<file path="config.mk">
export PLATFORM = sky130hd
export DESIGN_NAME = rgb_to_hsl_converter
export DESIGN_NICKNAME = d
export VERILOG_FILES = /design/src/hdl/rgbhsl_pkg.sv /design/src/hdl/rgbhsl_front.sv /design/src/hdl/rgbhsl_div.sv /design/src/hdl/rgbhsl_skid.sv /design/src/hdl/rgb_to_hsl_converter.sv
export SDC_FILE = /design/constraint.sdc
export NUM_CORES = 2
export LEC_CHECK = 0
export ABC_AREA = 1
export BUFFER_PORTS_ARGS = -buffer_cell sky130_fd_sc_hd__buf_2
export CELL_PAD_IN_SITES_DETAIL_PLACEMENT = 0
export CELL_PAD_IN_SITES_GLOBAL_PLACEMENT = 2
export CORE_MARGIN = 3
export CORE_UTILIZATION = 45
export CTS_CLUSTER_SIZE = 16
export DETAILED_ROUTE_END_ITERATION = 8
export PLACE_DENSITY_LB_ADDON = 0.08
export REMOVE_ABC_BUFFERS = 1
export SYNTH_ARGS = -nofsm -noshare
export SYNTH_HDL_FRONTEND = slang
export SYNTH_HIERARCHICAL = 1
export SYNTH_SLANG_ARGS = --single-unit
</file>
<file path="constraint.sdc">
create_clock -name clk -period 20 [get_ports clk]
set_input_delay 4 -clock clk [delete_from_list [all_inputs] [get_ports clk]]
set_output_delay 4 -clock clk [all_outputs]
set_load 0.02 [all_outputs]
</file>
<file path="src/hdl/rgbhsl_pkg.sv">
// Shared constants for the RGB to HSL converter.
// No dependencies; used by the top level for its parameter defaults.
`default_nettype none

package rgbhsl_pkg;

  // Default width of one colour channel
  localparam int CHANNEL_BITS_DEF  = 8;
  // Default width of each hue, saturation and lightness fraction
  localparam int FRACTION_BITS_DEF = 16;

endpackage

`default_nettype wire

</file>
<file path="src/hdl/rgbhsl_front.sv">
// Front end of the RGB to HSL converter: extremes, sector, hue numerator and divisors.
// Two register stages; no package dependencies.
`default_nettype none

module rgbhsl_front #(
  parameter int CB = 8
) (
  input  logic          clk,
  input  logic          rst,
  input  logic          adv,
  input  logic          in_valid,
  input  logic [CB-1:0] red,
  input  logic [CB-1:0] green,
  input  logic [CB-1:0] blue,
  output logic          out_valid,
  output logic [CB:0]   sum,
  output logic [CB:0]   sat_num,
  output logic [CB:0]   sat_den,
  output logic [CB+2:0] hue_num,
  output logic [CB+2:0] hue_den,
  output logic          grey
);

  typedef enum logic [1:0] {
    SEC_RED,
    SEC_GREEN,
    SEC_BLUE
  } sector_t;

  // Full intensity and twice full intensity
  localparam logic [CB:0] FULL     = {1'b0, {CB{1'b1}}};
  localparam logic [CB:0] TWO_FULL = {{CB{1'b1}}, 1'b0};

  // Stage A registers
  logic          a_valid;
  logic [CB-1:0] a_r, a_g, a_b, a_mx, a_mn;
  sector_t       a_sec;

  logic [CB-1:0] mx_rg, mn_rg, mx_c, mn_c;
  sector_t       sec_c;

  // Find the extremes and pick the sector, red first on ties
  always_comb begin
    mx_rg = (red > green) ? red : green;
    mn_rg = (red < green) ? red : green;
    mx_c  = (blue > mx_rg) ? blue : mx_rg;
    mn_c  = (blue < mn_rg) ? blue : mn_rg;
    if (red == mx_c) begin
      sec_c = SEC_RED;
    end else if (green == mx_c) begin
      sec_c = SEC_GREEN;
    end else begin
      sec_c = SEC_BLUE;
    end
  end

  always_ff @(posedge clk) begin
    if (rst) begin
      a_valid <= 1'b0;
    end else if (adv) begin
      a_valid <= in_valid;
    end
  end

  always_ff @(posedge clk) begin
    if (adv) begin
      a_r   <= red;
      a_g   <= green;
      a_b   <= blue;
      a_mx  <= mx_c;
      a_mn  <= mn_c;
      a_sec <= sec_c;
    end
  end

  // Stage B: sum, delta, saturation divisor, hue numerator and hue divisor
  logic [CB-1:0] d_c;
  logic [CB:0]   sum_c, den_c;
  logic [CB+3:0] d6_c, hs_c;

  always_comb begin
    d_c   = a_mx - a_mn;
    sum_c = {1'b0, a_mx} + {1'b0, a_mn};
    den_c = (sum_c < FULL) ? sum_c : (TWO_FULL - sum_c);
    d6_c  = ({4'b0, d_c} << 2) + ({4'b0, d_c} << 1);
    case (a_sec)
      SEC_GREEN: hs_c = ({4'b0, d_c} << 1) + {4'b0, a_b} - {4'b0, a_r};
      SEC_BLUE:  hs_c = ({4'b0, d_c} << 2) + {4'b0, a_r} - {4'b0, a_g};
      default:   hs_c = {4'b0, a_g} - {4'b0, a_b};
    endcase
    // Wrap a negative red-sector hue by one full turn
    if (hs_c[CB+3]) begin
      hs_c = hs_c + d6_c;
    end
  end

  always_ff @(posedge clk) begin
    if (rst) begin
      out_valid <= 1'b0;
    end else if (adv) begin
      out_valid <= a_valid;
    end
  end

  always_ff @(posedge clk) begin
    if (adv) begin
      sum     <= sum_c;
      sat_num <= {1'b0, d_c};
      sat_den <= den_c;
      hue_num <= hs_c[CB+2:0];
      hue_den <= d6_c[CB+2:0];
      grey    <= (d_c == '0);
    end
  end

endmodule

`default_nettype wire

</file>
<file path="src/hdl/rgbhsl_div.sv">
// Pipelined restoring divider: quotient of num * 2^FB by dvs, with num <= dvs.
// One quotient bit per stage, FB + 1 stages; no package dependencies.
`default_nettype none

module rgbhsl_div #(
  parameter int DW = 9,
  parameter int FB = 16
) (
  input  logic          clk,
  input  logic          adv,
  input  logic [DW-1:0] num,
  input  logic [DW-1:0] dvs,
  output logic [FB:0]   quo,
  output logic [DW-1:0] rem
);

  logic [DW-1:0] rem_s [0:FB];
  logic [DW-1:0] dvs_s [0:FB];
  logic [FB:0]   quo_s [0:FB];

  // Integer bit: the numerator never exceeds the divisor
  always_ff @(posedge clk) begin
    if (adv) begin
      dvs_s[0] <= dvs;
      if (num >= dvs) begin
        rem_s[0] <= num - dvs;
        quo_s[0] <= {{FB{1'b0}}, 1'b1};
      end else begin
        rem_s[0] <= num;
        quo_s[0] <= '0;
      end
    end
  end

  // Fraction bits: shift, compare and subtract once per stage
  for (genvar k = 1; k <= FB; k++) begin : g_stage
    logic [DW:0]   rem2;
    logic          ge;
    logic [DW-1:0] rem_n;

    always_comb begin
      rem2  = {rem_s[k-1], 1'b0};
      ge    = (rem2 >= {1'b0, dvs_s[k-1]});
      rem_n = ge ? DW'(rem2 - {1'b0, dvs_s[k-1]}) : rem2[DW-1:0];
    end

    always_ff @(posedge clk) begin
      if (adv) begin
        dvs_s[k] <= dvs_s[k-1];
        rem_s[k] <= rem_n;
        quo_s[k] <= {quo_s[k-1][FB-1:0], ge};
      end
    end
  end

  assign quo = quo_s[FB];
  assign rem = rem_s[FB];

endmodule

`default_nettype wire

</file>
<file path="src/hdl/rgbhsl_skid.sv">
// Output register with skid stage for the RGB to HSL converter.
// Parts the pipeline from the result channel; no package dependencies.
`default_nettype none

module rgbhsl_skid #(
  parameter int W = 48
) (
  input  logic         clk,
  input  logic         rst,
  input  logic         in_valid,
  input  logic [W-1:0] in_data,
  output logic         adv,
  output logic         tvalid,
  input  logic         tready,
  output logic [W-1:0] tdata
);

  logic         out_valid, skid_valid;
  logic [W-1:0] out_data, skid_data;

  // Load the output register, park a transaction in the skid stage on a stall
  always_ff @(posedge clk) begin
    if (rst) begin
      out_valid  <= 1'b0;
      skid_valid <= 1'b0;
    end else if (!skid_valid) begin
      if (!out_valid || tready) begin
        out_valid <= in_valid;
      end else if (in_valid) begin
        skid_valid <= 1'b1;
      end
    end else if (tready) begin
      skid_valid <= 1'b0;
    end
  end

  always_ff @(posedge clk) begin
    if (!skid_valid) begin
      if (!out_valid || tready) begin
        out_data <= in_data;
      end else begin
        skid_data <= in_data;
      end
    end else if (tready) begin
      out_data <= skid_data;
    end
  end

  // Freeze the pipeline while the skid stage is occupied
  assign adv    = !skid_valid;
  assign tvalid = out_valid;
  assign tdata  = out_data;

`ifndef SYNTH
  a_skid_needs_out: assert property (@(posedge clk) disable iff (rst)
    skid_valid |-> out_valid)
    else $error("skid stage occupied while output register empty");

  a_stall_parks: assert property (@(posedge clk) disable iff (rst)
    (out_valid && !tready && in_valid && !skid_valid) |=> skid_valid)
    else $error("transaction dropped on output stall");

  a_skid_drains: assert property (@(posedge clk) disable iff (rst)
    (skid_valid && tready) |=> (!skid_valid && out_valid && $past(skid_data) == out_data))
    else $error("skid stage failed to drain into output register");
`endif

endmodule

`default_nettype wire

</file>
<file path="src/hdl/rgb_to_hsl_converter.sv">
// RGB to HSL converter, one pixel per clock unless stalled. A pixel with red, green and blue
// channels of CHANNEL_BITS bits (all ones is full intensity) enters on the s_ side and
// leaves as hue, saturation and lightness, unsigned fractions of FRACTION_BITS bits,
// every quotient truncated; a grey pixel gives hue 0 and saturation 0, and 1.0 is
// clamped to all ones. A new pixel is taken every cycle that s_tready is high; a result
// passes through two front-end stages, the FRACTION_BITS + 1 stages of the bit-per-stage
// dividers, one result stage and the output register. A stall on the m_ side is absorbed
// by a skid stage before s_tready falls.
// Depends on rgbhsl_pkg, rgbhsl_front, rgbhsl_div and rgbhsl_skid.
`default_nettype none

module rgb_to_hsl_converter #(
  parameter int CHANNEL_BITS  = rgbhsl_pkg::CHANNEL_BITS_DEF,
  parameter int FRACTION_BITS = rgbhsl_pkg::FRACTION_BITS_DEF,
  localparam int S_W = ((3 * CHANNEL_BITS + 7) / 8) * 8,
  localparam int M_W = ((3 * FRACTION_BITS + 7) / 8) * 8
) (
  input  logic           clk,
  input  logic           rst,
  input  logic           s_tvalid,
  output logic           s_tready,
  input  logic [S_W-1:0] s_tdata,   // red, green, blue from bit 0 up, zero padded
  output logic           m_tvalid,
  input  logic           m_tready,
  output logic [M_W-1:0] m_tdata    // hue, saturation, lightness from bit 0 up, zero padded
);

  localparam int CB = CHANNEL_BITS;
  localparam int FB = FRACTION_BITS;

  // Lightness by reciprocal: sum * (2^FB - 1) / (2 * full), exact over the whole sum range
  localparam int     LN_W   = CB + 1 + FB;
  localparam int     LIG_SH = 2 * CB + FB + 2;
  localparam int     K_W    = CB + FB + 3;
  localparam int     P_W    = LN_W + K_W;
  localparam longint LIG_D  = 2 * ((longint'(1) << CB) - 1);
  localparam longint LIG_K  = ((longint'(1) << LIG_SH) + LIG_D - 1) / LIG_D;
  localparam logic [K_W-1:0] LIG_KV = K_W'(LIG_K);

  logic adv;

  // Front end
  logic          f_valid, f_grey;
  logic [CB:0]   f_sum, f_sat_num, f_sat_den;
  logic [CB+2:0] f_hue_num, f_hue_den;

  rgbhsl_front #(.CB(CB)) u_front (
    .clk      (clk),
    .rst      (rst),
    .adv      (adv),
    .in_valid (s_tvalid),
    .red      (s_tdata[CB-1:0]),
    .green    (s_tdata[2*CB-1:CB]),
    .blue     (s_tdata[3*CB-1:2*CB]),
    .out_valid(f_valid),
    .sum      (f_sum),
    .sat_num  (f_sat_num),
    .sat_den  (f_sat_den),
    .hue_num  (f_hue_num),
    .hue_den  (f_hue_den),
    .grey     (f_grey)
  );

  // Dividers for hue and saturation
  logic [FB:0]   hue_q, sat_q;
  logic [CB+2:0] hue_r;
  logic [CB:0]   sat_r;

  rgbhsl_div #(.DW(CB + 3), .FB(FB)) u_div_hue (
    .clk(clk), .adv(adv), .num(f_hue_num), .dvs(f_hue_den), .quo(hue_q), .rem(hue_r)
  );

  rgbhsl_div #(.DW(CB + 1), .FB(FB)) u_div_sat (
    .clk(clk), .adv(adv), .num(f_sat_num), .dvs(f_sat_den), .quo(sat_q), .rem(sat_r)
  );

  // Carry valid and grey flag alongside the dividers; lightness takes the same number of stages
  logic          sd_valid [0:FB];
  logic          sd_grey  [0:FB];
  logic [LN_W-1:0] lig_n;
  logic [P_W-1:0]  lig_p;
  logic [FB-1:0]   sd_lig [2:FB];

  always_ff @(posedge clk) begin
    if (rst) begin
      for (int i = 0; i <= FB; i++) begin
        sd_valid[i] <= 1'b0;
      end
    end else if (adv) begin
      sd_valid[0] <= f_valid;
      for (int i = 1; i <= FB; i++) begin
        sd_valid[i] <= sd_valid[i-1];
      end
    end
  end

  always_ff @(posedge clk) begin
    if (adv) begin
      sd_grey[0] <= f_grey;
      lig_n      <= {f_sum, {FB{1'b0}}} - {{FB{1'b0}}, f_sum};
      lig_p      <= lig_n * LIG_KV;
      sd_lig[2]  <= lig_p[LIG_SH +: FB];
      for (int i = 1; i <= FB; i++) begin
        sd_grey[i] <= sd_grey[i-1];
      end
      for (int i = 3; i <= FB; i++) begin
        sd_lig[i] <= sd_lig[i-1];
      end
    end
  end

  // Result stage: clamp and mask grey
  logic [FB-1:0] hue_c, sat_c, lig_c;
  logic          fin_valid;
  logic [M_W-1:0] fin_data;

  always_comb begin
    hue_c = hue_q[FB] ? {FB{1'b1}} : hue_q[FB-1:0];
    sat_c = sat_q[FB] ? {FB{1'b1}} : sat_q[FB-1:0];
    if (sd_grey[FB]) begin
      hue_c = '0;
      sat_c = '0;
    end
    lig_c = sd_lig[FB];
    // hue_r and sat_r remainders are not needed
  end

  always_ff @(posedge clk) begin
    if (rst) begin
      fin_valid <= 1'b0;
    end else if (adv) begin
      fin_valid <= sd_valid[FB];
    end
  end

  always_ff @(posedge clk) begin
    if (adv) begin
      fin_data <= M_W'({lig_c, sat_c, hue_c});
    end
  end

  rgbhsl_skid #(.W(M_W)) u_skid (
    .clk     (clk),
    .rst     (rst),
    .in_valid(fin_valid),
    .in_data (fin_data),
    .adv     (adv),
    .tvalid  (m_tvalid),
    .tready  (m_tready),
    .tdata   (m_tdata)
  );

  assign s_tready = adv;

endmodule

`default_nettype wire
</file>
==> impl_metrics.ini <==
[floorplanning]
die_area_sq_um = 185000
rows = 154
ios = 78
initial_utilization_pct = 45.6
die_h_microns = 430
coreArea_sq_um = 177000
fp.dieW_microns = 430

[clocking]
clkSinkCount = 1497
cts.clk_slew.worst_paths_ps = 60
clockRootBuffer = clkbuf_16
cts-hold-fix-buffers = 0
post_cts_resize_count = 0
clk_latency_ps = 800
htree_levels = 4
cts_buffers = 161
cts_buffer_depth = 3
cts_setup_buffers = 0
cts_tree = done

[cells_and_area]
diodes = 0
nFillCells = 16300
area_growth_pct = 10.7
nets = 9049
drive_above_1_share_pct = 8.29

[setup_path]
arrival_ps = 8360
path_class = input pin to register
startpoint_type = input pin
critPathTopFamily = simple AND/OR/NAND/NOR gates
critPathMaxStageDelay_ps = 620
cpMostUsedCell = nand2_1
cp_num_buf_inv = 3
reg2reg_from = u_front/a_mx[0]
reg2reg_depth = 29
cp_slowest_cell = nand2_1
end_kind = register
reg2reg_to = u_front/hue_num[10]
crit_fanout = 16
rrSetupSlack_ps = 13900
cp_cell_sequence = buf_2 > inv_1 > ha_1 > nand2_1 > nor2_1 > nand4_2 > nand2_1 > nand2_1 > nand2_1 > ha_1 > a21oi_1 > nand2_1 > nand2_1 > nand2_1 > nand2_1 > inv_2 > nand2_1 > nand2_1 > nand2_1 > nand2_1 > nor2_1 > nand2_1 > nor2_1 > nor2_1
required_ps = 20550

[routing]
drt_wl_total_microns = 167000
drc = 0
initialDrtViolationCount = 3085
drt_pass1_iterations = 6
routedWlPerCell_microns = 15.5
vias = 51700
postRouteAntennaNets = 0
vias_per_cell = 4.80

[timing]
period_share_pct = 39.0
skew_ps = 37.4
drv_slew = 0
fin_tns_setup_ps = 0
rsz0062_at_grt = no
max_slew_margin_pct = 28.3
hold_viol = 0
fmax_mhz = 128
tightest_slew_ps = 1080
layout_min_cycle_time_ps = 7810
setup_viol = 0
holdWs_ps = 404

[placement]
io_buffers = 77
dp_hpwl_microns = 126000
place_congestion = 0.833

[run_status]
status = complete, no violations

[min_path]
holdPathStages = 0
worstHoldStart = u_div_hue/quo_s[13][12]
worstHoldEndpoint = u_div_hue/quo_s[14][13]
worstHoldPathType = register to register

[global_routing]
grt_max_degree = 123
grt_pass1_vias = 51400
grt_usage_pct = 18.2
grt-ovfl-total = 0
antenna_found_initial = 1
grt_pass1_wl_microns = 271000

[synthesis]
netlist_area_sq_um = 80800
syn_area_per_cell_sq_um = 9.95
ys.warnings.count = 6
netlist_instances = 8116

[flow_run]
drv_cap = 0
## final cells by class
class | count | area (sq um) | share of cell area [%]
Sequential cell | 1497 | 44900 | 50.2
Multi-Input combinational cell | 5109 | 29900 | 33.5
Inverter | 1437 | 5460 | 6.11
Clock buffer | 178 | 4110 | 4.60
Tap cell | 2340 | 2930 | 3.28
Clock inverter | 121 | 1470 | 1.65
Timing Repair Buffer | 103 | 581 | 0.650
## metal layers
| layer | part of all wire, % | track usage, % | vias to the layer above | wire length [microns] |
|---|---|---|---|---|
| met3 | 3.3 | 2.69 | 214 | 5430 |
| met4 | 2.2 | 5.02 | 0 | 3680 |
| met1 | 48 | 25.1 | 24000 | 80000 |
| li1 | - | - | 26900 | - |
| met5 | 0 | 0 | - | 0 |
| met2 | 47 | 29.9 | 640 | 77600 |
## worst max-delay path by stage
stage,start,end,cells past startpoint
floorplan,u_skid/skid_valid,s_tready,1
global placement,s_tdata[15],u_front/a_sec[0],24
detailed placement,s_tdata[15],u_front/a_sec[0],24
CTS,s_tdata[15],u_front/a_sec[0],24
global route,s_tdata[15],u_front/a_sec[0],24
finish,s_tdata[15],u_front/a_sec[0],24
## flip-flops by register name, indices dropped and copies added, names as in the netlist, 144 cells and up
signal	flops
u_div_hue/rem_s	176
u_div_hue/quo_s	153
sd_lig	240
u_div_hue/dvs_s	176
u_div_sat/dvs_s	144
u_div_sat/quo_s	153
u_div_sat/rem_s	144
## worst register-to-register path: cells and delay by family, from the launching register on
kind / cells / cell delay [ps]
AO/OA/AOI/OAI: 4 / 810
XOR/XNOR: 1 / 500
adder cells (fa/ha/maj): 5 / 1890
buffers and inverters: 5 / 470
flip-flops: 1 / 400
AND/OR/NAND/NOR: 14 / 1810
## stage by stage
stage	utilization, %	setup slack [ps]	cell area [sq um]	instances
floorplan	-	6290	80200	8043
global placement	47.3	11300	83800	10500
detailed placement	47.3	11270	83800	10500
CTS	50.4	12170	89400	10800
global route	50.4	11730	89400	10800
finish	50.4	12190	89400	10800
## placed cells by master, fill, tap and decap left out, types with 13 or more instances in the layout
| cell type | n |
|---|---|
| a21o_1 | 37 |
| a21oi_1 | 182 |
| buf_2 | 77 |
| buf_4 | 26 |
| bufinv_16 | 21 |
| clkbuf_1 | 16 |
| clkbuf_16 | 162 |
| clkinv_1 | 29 |
| clkinv_2 | 27 |
| clkinvlp_4 | 15 |
| edfxtp_1 | 1492 |
| fa_1 | 89 |
| ha_1 | 623 |
| inv_1 | 1383 |
| inv_2 | 35 |
| inv_4 | 15 |
| inv_6 | 13 |
| nand2_1 | 2402 |
| nand2_2 | 102 |
| nand2_4 | 33 |
| nand3_1 | 620 |
| nand3_4 | 17 |
| nand3b_1 | 20 |
| nand4_1 | 80 |
| nor2_1 | 490 |
| nor2_2 | 26 |
| nor3_1 | 27 |
| o21ai_0 | 60 |
| o21ai_1 | 13 |
| o21ai_2 | 76 |
| xnor2_1 | 59 |
| xor2_1 | 85 |
Power is not shown: default switching activity piles up to over one toggle a cycle in this logic, so the estimate is an artifact.
